--- config.mk ---
export PLATFORM = sky130hd
export DESIGN_NAME = monotonic_timebase_converter_unit
export DESIGN_NICKNAME = d
export VERILOG_FILES = /design/src/mtc_pkg.sv /design/src/monotonic_timebase_converter_unit.sv /design/src/mtc_div.sv
export SDC_FILE = /design/constraint.sdc
export NUM_CORES = 2
export LEC_CHECK = 0
export BUFFER_PORTS_ARGS = -buffer_cell sky130_fd_sc_hd__buf_2
export CAP_MARGIN = 20
export CORE_UTILIZATION = 30
export CTS_CLUSTER_SIZE = 20
export DETAILED_ROUTE_END_ITERATION = 6
export PLACE_DENSITY = 0.49
export SYNTH_ARGS = -nofsm -noshare
export SYNTH_HDL_FRONTEND = slang
export SYNTH_SLANG_ARGS = --single-unit
--- constraint.sdc ---
create_clock -name clk -period 12.2 [get_ports clk]
set_clock_uncertainty 0.2 [all_clocks]
set_input_delay 1.83 -clock clk [delete_from_list [all_inputs] [get_ports clk]]
set_output_delay 1.83 -clock clk [all_outputs]
set_load 0.02 [all_outputs]
--- src/mtc_pkg.sv ---
// Shared types, constants and helpers for the monotonic timebase converter.
// No dependencies; every other file of the block imports this package.
package mtc_pkg;

  localparam int SEC_W   = 32;  // width of the kept seconds counter
  localparam int NS_W    = 30;
  localparam int QCNT_W  = 32;
  localparam int ISEC_W  = 31;
  localparam int DIV_W   = 61;  // holds 31 x 30 bit products and sec * 1e9 + nsec
  localparam int DCNT_W  = $clog2(DIV_W + 1);

  localparam logic [NS_W-1:0]   NS_PER_SEC = 30'd1000000000;
  localparam logic [NS_W-1:0]   MAX_NS     = 30'd999999999;
  localparam logic [NS_W-1:0]   QLEN_RESET = 30'd1000000;
  localparam logic [QCNT_W-1:0] QUANTA_MAX = 32'h7FFF_FFFF;

  typedef enum logic [1:0] {
    CMD_TICK        = 2'd0,
    CMD_READ        = 2'd1,
    CMD_TO_QUANTA   = 2'd2,
    CMD_TO_INTERVAL = 2'd3
  } cmd_t;

  typedef struct packed {
    cmd_t              command;
    logic [NS_W-1:0]   elapsed_ns;
    logic [ISEC_W-1:0] interval_sec;
    logic [NS_W-1:0]   interval_nsec;
    logic              round_away;
    logic [ISEC_W-1:0] quanta_in;
  } mtc_in_t;

  typedef struct packed {
    logic [31:0]       out_sec;
    logic [NS_W-1:0]   out_nsec;
    logic [QCNT_W-1:0] out_quanta;
    logic              saturated;
  } mtc_out_t;

  typedef struct packed {
    logic             start;
    logic [DIV_W-1:0] dividend;
    logic [NS_W-1:0]  divisor;
  } div_req_t;

  typedef struct packed {
    logic             done;
    logic [DIV_W-1:0] quotient;
    logic [NS_W-1:0]  remainder;
  } div_rsp_t;

  // Clamp the programmed quantum length into 1 .. 999999999 ns.
  function automatic logic [NS_W-1:0] eff_quantum(input logic [NS_W-1:0] len);
    logic [NS_W-1:0] q;
    q = len;
    if (len == '0) begin
      q = NS_W'(1);
    end else if (len > MAX_NS) begin
      q = MAX_NS;
    end
    return q;
  endfunction

endpackage

--- src/monotonic_timebase_converter_unit.sv ---
// Top level of the monotonic timebase converter: time keeping, sequencer and multiplier.
// Depends on mtc_pkg and the shared divider mtc_div.
//
// Usage:
//   Command channel: drive in_data and raise start; the command transfers at the
//   rising edge where start is high and busy is low.
//   Result channel: every command yields one result, shown on out_data for exactly
//   one cycle with out_valid high. The receiver cannot stall; capture it then.
//   Config channel: cfg_data carries the quantum length in ns and transfers when
//   cfg_valid and cfg_ready are both high. cfg_ready is high when busy and start are low.
// Timing:
//   Tick and read: out_valid rises the cycle after the transfer and busy
//   stays low, so these commands may follow every cycle.
//   Interval-to-quanta and quanta-to-interval run one 31x30 multiply, one add,
//   then 61 steps of the bit-serial divider; busy is high from the transfer
//   until the result appears, so the next command waits for the conversion.
// Reset:
//   Synchronous, active low. Clears time, quantum count and sequencer; the quantum
//   length returns to 1000000 ns.
module monotonic_timebase_converter_unit (
  input  logic             clk,
  input  logic             rst_n,
  input  logic             start,
  output logic             busy,
  input  mtc_pkg::mtc_in_t in_data,
  output logic             out_valid,
  output mtc_pkg::mtc_out_t out_data,
  input  logic             cfg_valid,
  output logic             cfg_ready,
  input  logic [29:0]      cfg_data
);
  import mtc_pkg::*;

  typedef enum logic [3:0] {
    S_IDLE = 4'b0001,
    S_MUL  = 4'b0010,
    S_LOAD = 4'b0100,
    S_DIV  = 4'b1000
  } state_t;

  state_t            state_r, state_nxt;
  logic [NS_W-1:0]   qlen_r, qlen_nxt;
  logic [SEC_W-1:0]  tsec_r, tsec_nxt;
  logic [NS_W-1:0]   tns_r, tns_nxt;
  logic [QCNT_W-1:0] qcnt_r, qcnt_nxt;
  logic              out_valid_r, out_valid_nxt;
  mtc_out_t          out_r, out_nxt;
  mtc_in_t           in_r, in_nxt;
  logic [DIV_W-1:0]  mul_r, mul_nxt;

  logic [NS_W-1:0]   q_eff;
  logic [NS_W-1:0]   el_clamp;
  logic [NS_W-1:0]   ns_addend;
  logic [NS_W:0]     ns_sum;
  logic              ns_carry;
  logic [NS_W-1:0]   ns_wrapped;
  logic [ISEC_W-1:0] mul_a;
  logic [NS_W-1:0]   mul_b;
  logic [DIV_W-1:0]  qn_round;
  logic              qn_sat;
  div_req_t          div_req;
  div_rsp_t          div_rsp;

  assign q_eff    = eff_quantum(qlen_r);
  assign el_clamp = (in_data.elapsed_ns > MAX_NS) ? MAX_NS : in_data.elapsed_ns;

  // Single nanosecond adder: tick adds the quantum, read adds the elapsed time.
  assign ns_addend  = (in_data.command == CMD_TICK) ? q_eff : el_clamp;
  assign ns_sum     = {1'b0, tns_r} + {1'b0, ns_addend};
  assign ns_carry   = ns_sum >= {1'b0, NS_PER_SEC};
  assign ns_wrapped = ns_carry ? NS_W'(ns_sum - {1'b0, NS_PER_SEC}) : ns_sum[NS_W-1:0];

  // Multiplier operands: seconds times one billion, or quanta times quantum length.
  assign mul_a = (in_r.command == CMD_TO_QUANTA) ? in_r.interval_sec : in_r.quanta_in;
  assign mul_b = (in_r.command == CMD_TO_QUANTA) ? NS_PER_SEC : q_eff;

  // Round up when asked and the division left a remainder; clamp to 31 bits.
  assign qn_round = div_rsp.quotient
                  + DIV_W'(in_r.round_away && (div_rsp.remainder != '0));
  assign qn_sat   = qn_round > DIV_W'(QUANTA_MAX);

  always_comb begin
    state_nxt        = state_r;
    qlen_nxt         = qlen_r;
    tsec_nxt         = tsec_r;
    tns_nxt          = tns_r;
    qcnt_nxt         = qcnt_r;
    out_valid_nxt    = 1'b0;
    out_nxt          = out_r;
    in_nxt           = in_r;
    mul_nxt          = mul_r;
    div_req.start    = 1'b0;
    div_req.dividend = '0;
    div_req.divisor  = '0;

    if (cfg_valid && cfg_ready) begin
      qlen_nxt = cfg_data;
    end

    unique case (state_r)
      S_IDLE: begin
        if (start) begin
          in_nxt = in_data;
          unique case (in_data.command)
            CMD_TICK: begin
              // advance time by one quantum, carry at most once
              tns_nxt  = ns_wrapped;
              tsec_nxt = tsec_r + SEC_W'(ns_carry);
              qcnt_nxt = qcnt_r + QCNT_W'(1);
              out_nxt.out_sec    = 32'(tsec_nxt);
              out_nxt.out_nsec   = ns_wrapped;
              out_nxt.out_quanta = qcnt_nxt;
              out_nxt.saturated  = 1'b0;
              out_valid_nxt      = 1'b1;
            end
            CMD_READ: begin
              out_nxt.out_sec    = 32'(tsec_r + SEC_W'(ns_carry));
              out_nxt.out_nsec   = ns_wrapped;
              out_nxt.out_quanta = qcnt_r;
              out_nxt.saturated  = 1'b0;
              out_valid_nxt      = 1'b1;
            end
            CMD_TO_QUANTA, CMD_TO_INTERVAL: begin
              state_nxt = S_MUL;
            end
            default: begin
              state_nxt = S_IDLE;
            end
          endcase
        end
      end
      S_MUL: begin
        mul_nxt   = {{(DIV_W-ISEC_W){1'b0}}, mul_a} * {{(DIV_W-NS_W){1'b0}}, mul_b};
        state_nxt = S_LOAD;
      end
      S_LOAD: begin
        // add the nanosecond part for interval-to-quanta and hand the total to the divider
        div_req.start    = 1'b1;
        div_req.dividend = mul_r + ((in_r.command == CMD_TO_QUANTA) ?
                                    DIV_W'(in_r.interval_nsec) : '0);
        div_req.divisor  = (in_r.command == CMD_TO_QUANTA) ? q_eff : NS_PER_SEC;
        state_nxt        = S_DIV;
      end
      S_DIV: begin
        if (div_rsp.done) begin
          if (in_r.command == CMD_TO_QUANTA) begin
            out_nxt.out_sec    = '0;
            out_nxt.out_nsec   = '0;
            out_nxt.out_quanta = qn_sat ? QUANTA_MAX : qn_round[QCNT_W-1:0];
            out_nxt.saturated  = qn_sat;
          end else begin
            out_nxt.out_sec    = 32'(SEC_W'(div_rsp.quotient));
            out_nxt.out_nsec   = div_rsp.remainder;
            out_nxt.out_quanta = '0;
            out_nxt.saturated  = 1'b0;
          end
          out_valid_nxt = 1'b1;
          state_nxt     = S_IDLE;
        end
      end
      default: begin
        state_nxt = S_IDLE;
      end
    endcase
  end

  always_ff @(posedge clk) begin
    if (!rst_n) begin
      state_r     <= S_IDLE;
      qlen_r      <= QLEN_RESET;
      tsec_r      <= '0;
      tns_r       <= '0;
      qcnt_r      <= '0;
      out_valid_r <= 1'b0;
    end else begin
      state_r     <= state_nxt;
      qlen_r      <= qlen_nxt;
      tsec_r      <= tsec_nxt;
      tns_r       <= tns_nxt;
      qcnt_r      <= qcnt_nxt;
      out_valid_r <= out_valid_nxt;
    end
  end

  // Payload registers hold without reset.
  always_ff @(posedge clk) begin
    out_r <= out_nxt;
    in_r  <= in_nxt;
    mul_r <= mul_nxt;
  end

  mtc_div u_div (
    .clk   (clk),
    .rst_n (rst_n),
    .req   (div_req),
    .rsp   (div_rsp)
  );

  // Hold off a quantum-length write while a command is offered, so the two
  // never transfer on the same edge.
  assign busy      = (state_r != S_IDLE);
  assign cfg_ready = (state_r == S_IDLE) && !start;
  assign out_valid = out_valid_r;
  assign out_data  = out_r;

endmodule

--- src/mtc_div.sv ---
// Radix-2 restoring divider, one quotient bit per cycle.
// Depends on mtc_pkg for widths and the request/response structs.
module mtc_div (
  input  logic              clk,
  input  logic              rst_n,
  input  mtc_pkg::div_req_t req,
  output mtc_pkg::div_rsp_t rsp
);
  import mtc_pkg::*;

  logic [DIV_W-1:0]  acc_r, acc_nxt;
  logic [NS_W-1:0]   rem_r, rem_nxt;
  logic [NS_W-1:0]   dvs_r, dvs_nxt;
  logic [DCNT_W-1:0] cnt_r, cnt_nxt;
  logic              run_r, run_nxt;
  logic              done_r, done_nxt;
  logic [NS_W:0]     trial;
  logic              fits;

  assign trial = {rem_r, acc_r[DIV_W-1]};
  assign fits  = trial >= {1'b0, dvs_r};

  always_comb begin
    acc_nxt  = acc_r;
    rem_nxt  = rem_r;
    dvs_nxt  = dvs_r;
    cnt_nxt  = cnt_r;
    run_nxt  = run_r;
    done_nxt = 1'b0;
    if (req.start) begin
      acc_nxt = req.dividend;
      rem_nxt = '0;
      dvs_nxt = req.divisor;
      cnt_nxt = DCNT_W'(DIV_W);
      run_nxt = 1'b1;
    end else if (run_r) begin
      // shift in the next dividend bit, subtract when the divisor fits
      rem_nxt = fits ? NS_W'(trial - {1'b0, dvs_r}) : trial[NS_W-1:0];
      acc_nxt = {acc_r[DIV_W-2:0], fits};
      cnt_nxt = cnt_r - DCNT_W'(1);
      if (cnt_r == DCNT_W'(1)) begin
        run_nxt  = 1'b0;
        done_nxt = 1'b1;
      end
    end
  end

  always_ff @(posedge clk) begin
    if (!rst_n) begin
      run_r  <= 1'b0;
      done_r <= 1'b0;
      cnt_r  <= '0;
    end else begin
      run_r  <= run_nxt;
      done_r <= done_nxt;
      cnt_r  <= cnt_nxt;
    end
  end

  always_ff @(posedge clk) begin
    acc_r <= acc_nxt;
    rem_r <= rem_nxt;
    dvs_r <= dvs_nxt;
  end

  assign rsp.done      = done_r;
  assign rsp.quotient  = acc_r;
  assign rsp.remainder = rem_r;

endmodule

==> summary.txt <==
Routing
  – Final WL: 218000 µm
  – Remaining design rule violation count: 0
  – DR pass1 iterations: 6
  – Post-DRT Antenna Nets: 0
  – Routed vias: 48.0k
  – Via density per instance: 5.15
  – Met3 layer wire length in the routed design: 14500 µm
  – Drt first-iter violations: 3826
  – Met2 layer wire length in the routed design: 105000 µm
  – Post-Route M1 WL: 88000 µm
  – Uppermost layer routed: met5
  – WL/cell: 23.4 µm

Timing
  – Actual transition at the worst max-transition pin: 1.19 ns
  – Final hold slack: 0.261 ns
  – Max-slew violation total from the final report: 0
  – Min cycle time layout: 10.90 ns
  – Setup repair after global routing missed its margin: false
  – Number of setup violations in the final report: 0
  – Final hold violation count: 0
  – Final period util: 0.893
  – Relative max-transition margin: 0.205
  – Total Negative Setup Slacks: 0 ns
  – Max Clk Rate: 0.0918 GHz

Final layout
  – Final design utilization: 0.338
  – Number of fillers in the final layout: 20.0k
  – Filler-free cell count of the finished design: 9316
  – Layout cell share with drive strength beyond 1: 0.0869
  – Final-stage net count: 8050
  – Layout Area Growth over Synthesis: 11.7%
  – Number of diodes added for antenna fixing: 0

Hold path
  – Hold WC Path Type: reg -> reg
  – Worst min-delay path startpoint: tns_r[0]

Yosys
  – Number of distinct library cells after synthesis: 89
  – Post-Synthesis Cell Area: 58300 µm²
  – Fraction of registers with async set or reset after synthesis: 0
  – Yosys warning count: 0
  – Post-synthesis register bit count: 509
  – Mean post-synth cell area: 8.85 µm²
  – Number of nets produced by synthesis: 7902
  – Most instantiated flip-flop cell in the synthesis netlist: sky130_fd_sc_hd__edfxtp_1
  – EDFF count, synth: 342
  – Number of instances in the synthesized netlist: 6585
  – Share of the yosys chip area belonging to registers: 0.234

Setup path
  – Launching point of the worst reg2reg path: qlen_r[19]
  – Critical path class: reg -> reg
  – Data required time at the worst endpoint: 12.43 ns
  – Worst path most repeated cell: sky130_fd_sc_hd__fa_1
  – Critical-path top delay cell: sky130_fd_sc_hd__fa_1
  – Worst setup startpoint: qlen_r[19]
  – Max incr delay on CP: 0.56 ns
  – Capture point of the critical path: mul_r[58]
  – Depth of the worst register-to-register path: 35
  – Critical path capture point type: flop
  – CP arrival: 11.13 ns
  – Peak fanout along the critical path: 29
  – Worst reg-to-reg setup slack: 1.30 ns
  – Worst reg2reg endpoint: mul_r[58]
  – Critical path launch point type: flop

Placed design
  – Final HPWL DP: 175000 µm
  – Number of placed instances, taps included: 9186
  – Placer Congestion: 0.941
  – Count of port buffers added during placement: 256

Floorplan
  – Vertical die dimension: 443 µm
  – Effective utilization at floorplan: 0.302
  – Top-Level Pins: 257
  – Full die area: 196000 µm²
  – Floorplan die width: 443 µm
  – Placement row count: 161
  – Core footprint: 193000 µm²

Clock network
  – Clock-pin transition on the worst setup and hold timing paths: 0.06 ns
  – Buffer type at the clock tree root: sky130_fd_sc_hd__clkbuf_16
  – Post-CTS setup-driven buffer insertion count: 0
  – Number of clock sinks: 509
  – Number of buffers inserted for hold repair after clock tree synthesis: 0
  – TritonCTS clock tree: yes
  – Num CTS Buffers: 71
  – Clock insertion delay at the later pin of the skew report: 0.71 ns
  – Buffer depth of the longest clock path: 3
  – Number of instances resized during post-cts repair: 0
  – Maximum level of the CTS H-tree: 3

GRT
  – GR Overflow Total: 0
  – Wire length of the first global-routing pass: 321000 µm
  – Tot GR Track Use: 0.220
  – Initial antenna violation count: 10
  – Via count of the first global-routing pass: 48.7k
  – Pin count of the biggest net entering global routing: 105

Flow run
  – Max-cap violations: 0

Outcome
  – Outcome: completed
through the flow:
| step | cell area (µm²) | setup WS [ns] |
|---|---|---|
| floorplan | 58300 | 2.47 |
| global placement | 62700 | 0.870 |
| detailed placement | 62700 | 0.802 |
| CTS | 65100 | 1.45 |
| global route | 65100 | 0.785 |
| finish | 65100 | 1.30 |
cell families (layout without fill, tap and decap cells):
kind of cell               after synthesis  after routing  synth area share
AOI/OAI and AO/OA                      954            954             0.101
xor gates and xnor gates               289            289            0.0434
adders and majority gates             1158           1158             0.353
buffers and inverters                 1254           1459            0.0815
DFF                                    509            509             0.234
muxes                                   62             62            0.0108
and+or+nand+nor                       2359           2359             0.176
routing by layer:
layer	vias to the layer above	GRT usage
met5	-	0
met4	6	0.0977
met3	424	0.0379
met2	1750	0.371
met1	24200	0.275
li1	21600	-
worst min path at each step:
stage / endpoint / slack (ns) / cells after the start
after floorplan: tns_r[0] / 0.24 / 2
after global placement: tsec_r[0] / 0.25 / 2
after detailed placement: tsec_r[0] / 0.26 / 2
after CTS: tsec_r[0] / 0.26 / 2
after global routing: tns_r[8] / 0.29 / 2
final: tns_r[0] / 0.26 / 2
critical path, delay by kind of cell (launching register included):
kind,cells,cell delay [ns]
buffers and inverters,7,1.04
adders and majority gates,9,4.39
DFF,1,0.48
xor gates and xnor gates,1,0.12
AOI/OAI and AO/OA,11,2.85
and+or+nand+nor,7,1.48
flip-flops by register name, summed over array words and instances, names as in the netlist, 4 cells and up:
signal and count:
u_div.cnt_r 6, u_div.acc_r 61, out_data 95, state_r 4, in_r 95, qlen_r 30
u_div.rem_r 30, u_div.dvs_r 30, tsec_r 32, qcnt_r 32, tns_r 30, mul_r 61
synthesized netlist by cell type (7+ instances only):
| master | instances | share of area |
|---|---|---|
| sky130_fd_sc_hd__xor2_1 | 131 | 0.020 |
| sky130_fd_sc_hd__nand2_1 | 874 | 0.056 |
| sky130_fd_sc_hd__o21ai_0 | 281 | 0.024 |
| sky130_fd_sc_hd__a211o_1 | 7 | 0.0011 |
| sky130_fd_sc_hd__o22a_1 | 19 | 0.0029 |
| sky130_fd_sc_hd__a211oi_1 | 25 | 0.0032 |
| sky130_fd_sc_hd__a21o_1 | 96 | 0.012 |
| sky130_fd_sc_hd__o21ai_1 | 18 | 0.0015 |
| sky130_fd_sc_hd__and4_1 | 9 | 0.0014 |
| sky130_fd_sc_hd__o21bai_1 | 28 | 0.0036 |
| sky130_fd_sc_hd__xnor2_1 | 158 | 0.024 |
| sky130_fd_sc_hd__nor3_1 | 62 | 0.0053 |
| sky130_fd_sc_hd__or2_2 | 15 | 0.0016 |
| sky130_fd_sc_hd__nand3_1 | 168 | 0.014 |
| sky130_fd_sc_hd__nor2_1 | 855 | 0.055 |
| sky130_fd_sc_hd__nand4_1 | 59 | 0.0063 |
| sky130_fd_sc_hd__o31a_1 | 15 | 0.0023 |
| sky130_fd_sc_hd__and2_1 | 75 | 0.0080 |
| sky130_fd_sc_hd__fa_1 | 811 | 0.28 |
| sky130_fd_sc_hd__ha_1 | 347 | 0.074 |
| sky130_fd_sc_hd__dfxtp_1 | 167 | 0.057 |
| sky130_fd_sc_hd__and3_1 | 71 | 0.0076 |
| sky130_fd_sc_hd__clkbuf_1 | 295 | 0.019 |
| sky130_fd_sc_hd__a31oi_1 | 40 | 0.0043 |
| sky130_fd_sc_hd__a21boi_0 | 8 | 0.0010 |
| sky130_fd_sc_hd__o31ai_1 | 10 | 0.0013 |
| sky130_fd_sc_hd__nand3b_1 | 8 | 0.0010 |
| sky130_fd_sc_hd__o211ai_1 | 35 | 0.0045 |
| sky130_fd_sc_hd__nor2b_1 | 27 | 0.0029 |
| sky130_fd_sc_hd__mux2i_1 | 56 | 0.0096 |
| sky130_fd_sc_hd__a22o_1 | 10 | 0.0015 |
| sky130_fd_sc_hd__nor4_1 | 30 | 0.0032 |
| sky130_fd_sc_hd__o21a_1 | 23 | 0.0030 |
| sky130_fd_sc_hd__o22ai_1 | 7 | 0.00075 |
| sky130_fd_sc_hd__a2111oi_0 | 7 | 0.0011 |
| sky130_fd_sc_hd__a21oi_1 | 260 | 0.022 |
| sky130_fd_sc_hd__edfxtp_1 | 342 | 0.18 |
| sky130_fd_sc_hd__inv_1 | 928 | 0.060 |
| sky130_fd_sc_hd__nand2b_1 | 24 | 0.0026 |
| sky130_fd_sc_hd__buf_1 | 19 | 0.0012 |
| sky130_fd_sc_hd__or3_1 | 48 | 0.0052 |
| sky130_fd_sc_hd__nor3b_1 | 8 | 0.0010 |
area by class of cell:
type                       instances  area (µm²)  area share
multi-input combinational       4822       40100       0.616
sequential                       509       13600       0.209
inverter                         929        3490      0.0536
tap                             2526        3160      0.0486
timing repair buffer             400        2390      0.0367
clock buffer                      85        1870      0.0287
clock inverter                    45         468     0.00719
placed cells by master (no fill, tap or decap), types with 15 or more instances in the layout:
master | synthesis | routed
sky130_fd_sc_hd__edfxtp_1 | 342 | 342
sky130_fd_sc_hd__o21a_1 | 23 | 23
sky130_fd_sc_hd__mux2i_1 | 56 | 42
sky130_fd_sc_hd__dfxtp_1 | 167 | 167
sky130_fd_sc_hd__clkbuf_16 | 0 | 71
sky130_fd_sc_hd__a211oi_1 | 25 | 24
sky130_fd_sc_hd__o31a_1 | 15 | 15
sky130_fd_sc_hd__o21ai_0 | 281 | 276
sky130_fd_sc_hd__or2_2 | 15 | 15
sky130_fd_sc_hd__and2_1 | 75 | 75
sky130_fd_sc_hd__nand2_1 | 874 | 873
sky130_fd_sc_hd__nand4_1 | 59 | 59
sky130_fd_sc_hd__ha_1 | 347 | 347
sky130_fd_sc_hd__a21oi_1 | 260 | 260
sky130_fd_sc_hd__xnor2_1 | 158 | 158
sky130_fd_sc_hd__and3_1 | 71 | 71
sky130_fd_sc_hd__o21ai_1 | 18 | 17
sky130_fd_sc_hd__buf_2 | 4 | 256
sky130_fd_sc_hd__inv_1 | 928 | 924
sky130_fd_sc_hd__or3_1 | 48 | 48
sky130_fd_sc_hd__fa_1 | 811 | 811
sky130_fd_sc_hd__buf_4 | 2 | 141
sky130_fd_sc_hd__nand2b_1 | 24 | 23
sky130_fd_sc_hd__a21o_1 | 96 | 96
sky130_fd_sc_hd__o211ai_1 | 35 | 35
sky130_fd_sc_hd__xor2_1 | 131 | 131
sky130_fd_sc_hd__a31oi_1 | 40 | 40
sky130_fd_sc_hd__nor2_1 | 855 | 853
sky130_fd_sc_hd__o21bai_1 | 28 | 28
sky130_fd_sc_hd__nor3_1 | 62 | 61
sky130_fd_sc_hd__nor2b_1 | 27 | 26
sky130_fd_sc_hd__nand3_1 | 168 | 168
sky130_fd_sc_hd__o22a_1 | 19 | 19
sky130_fd_sc_hd__nor4_1 | 30 | 30
Power is left out: the tool's default activity adds up to more than one toggle a clock period on the data nets, which glitch-free logic cannot reach.
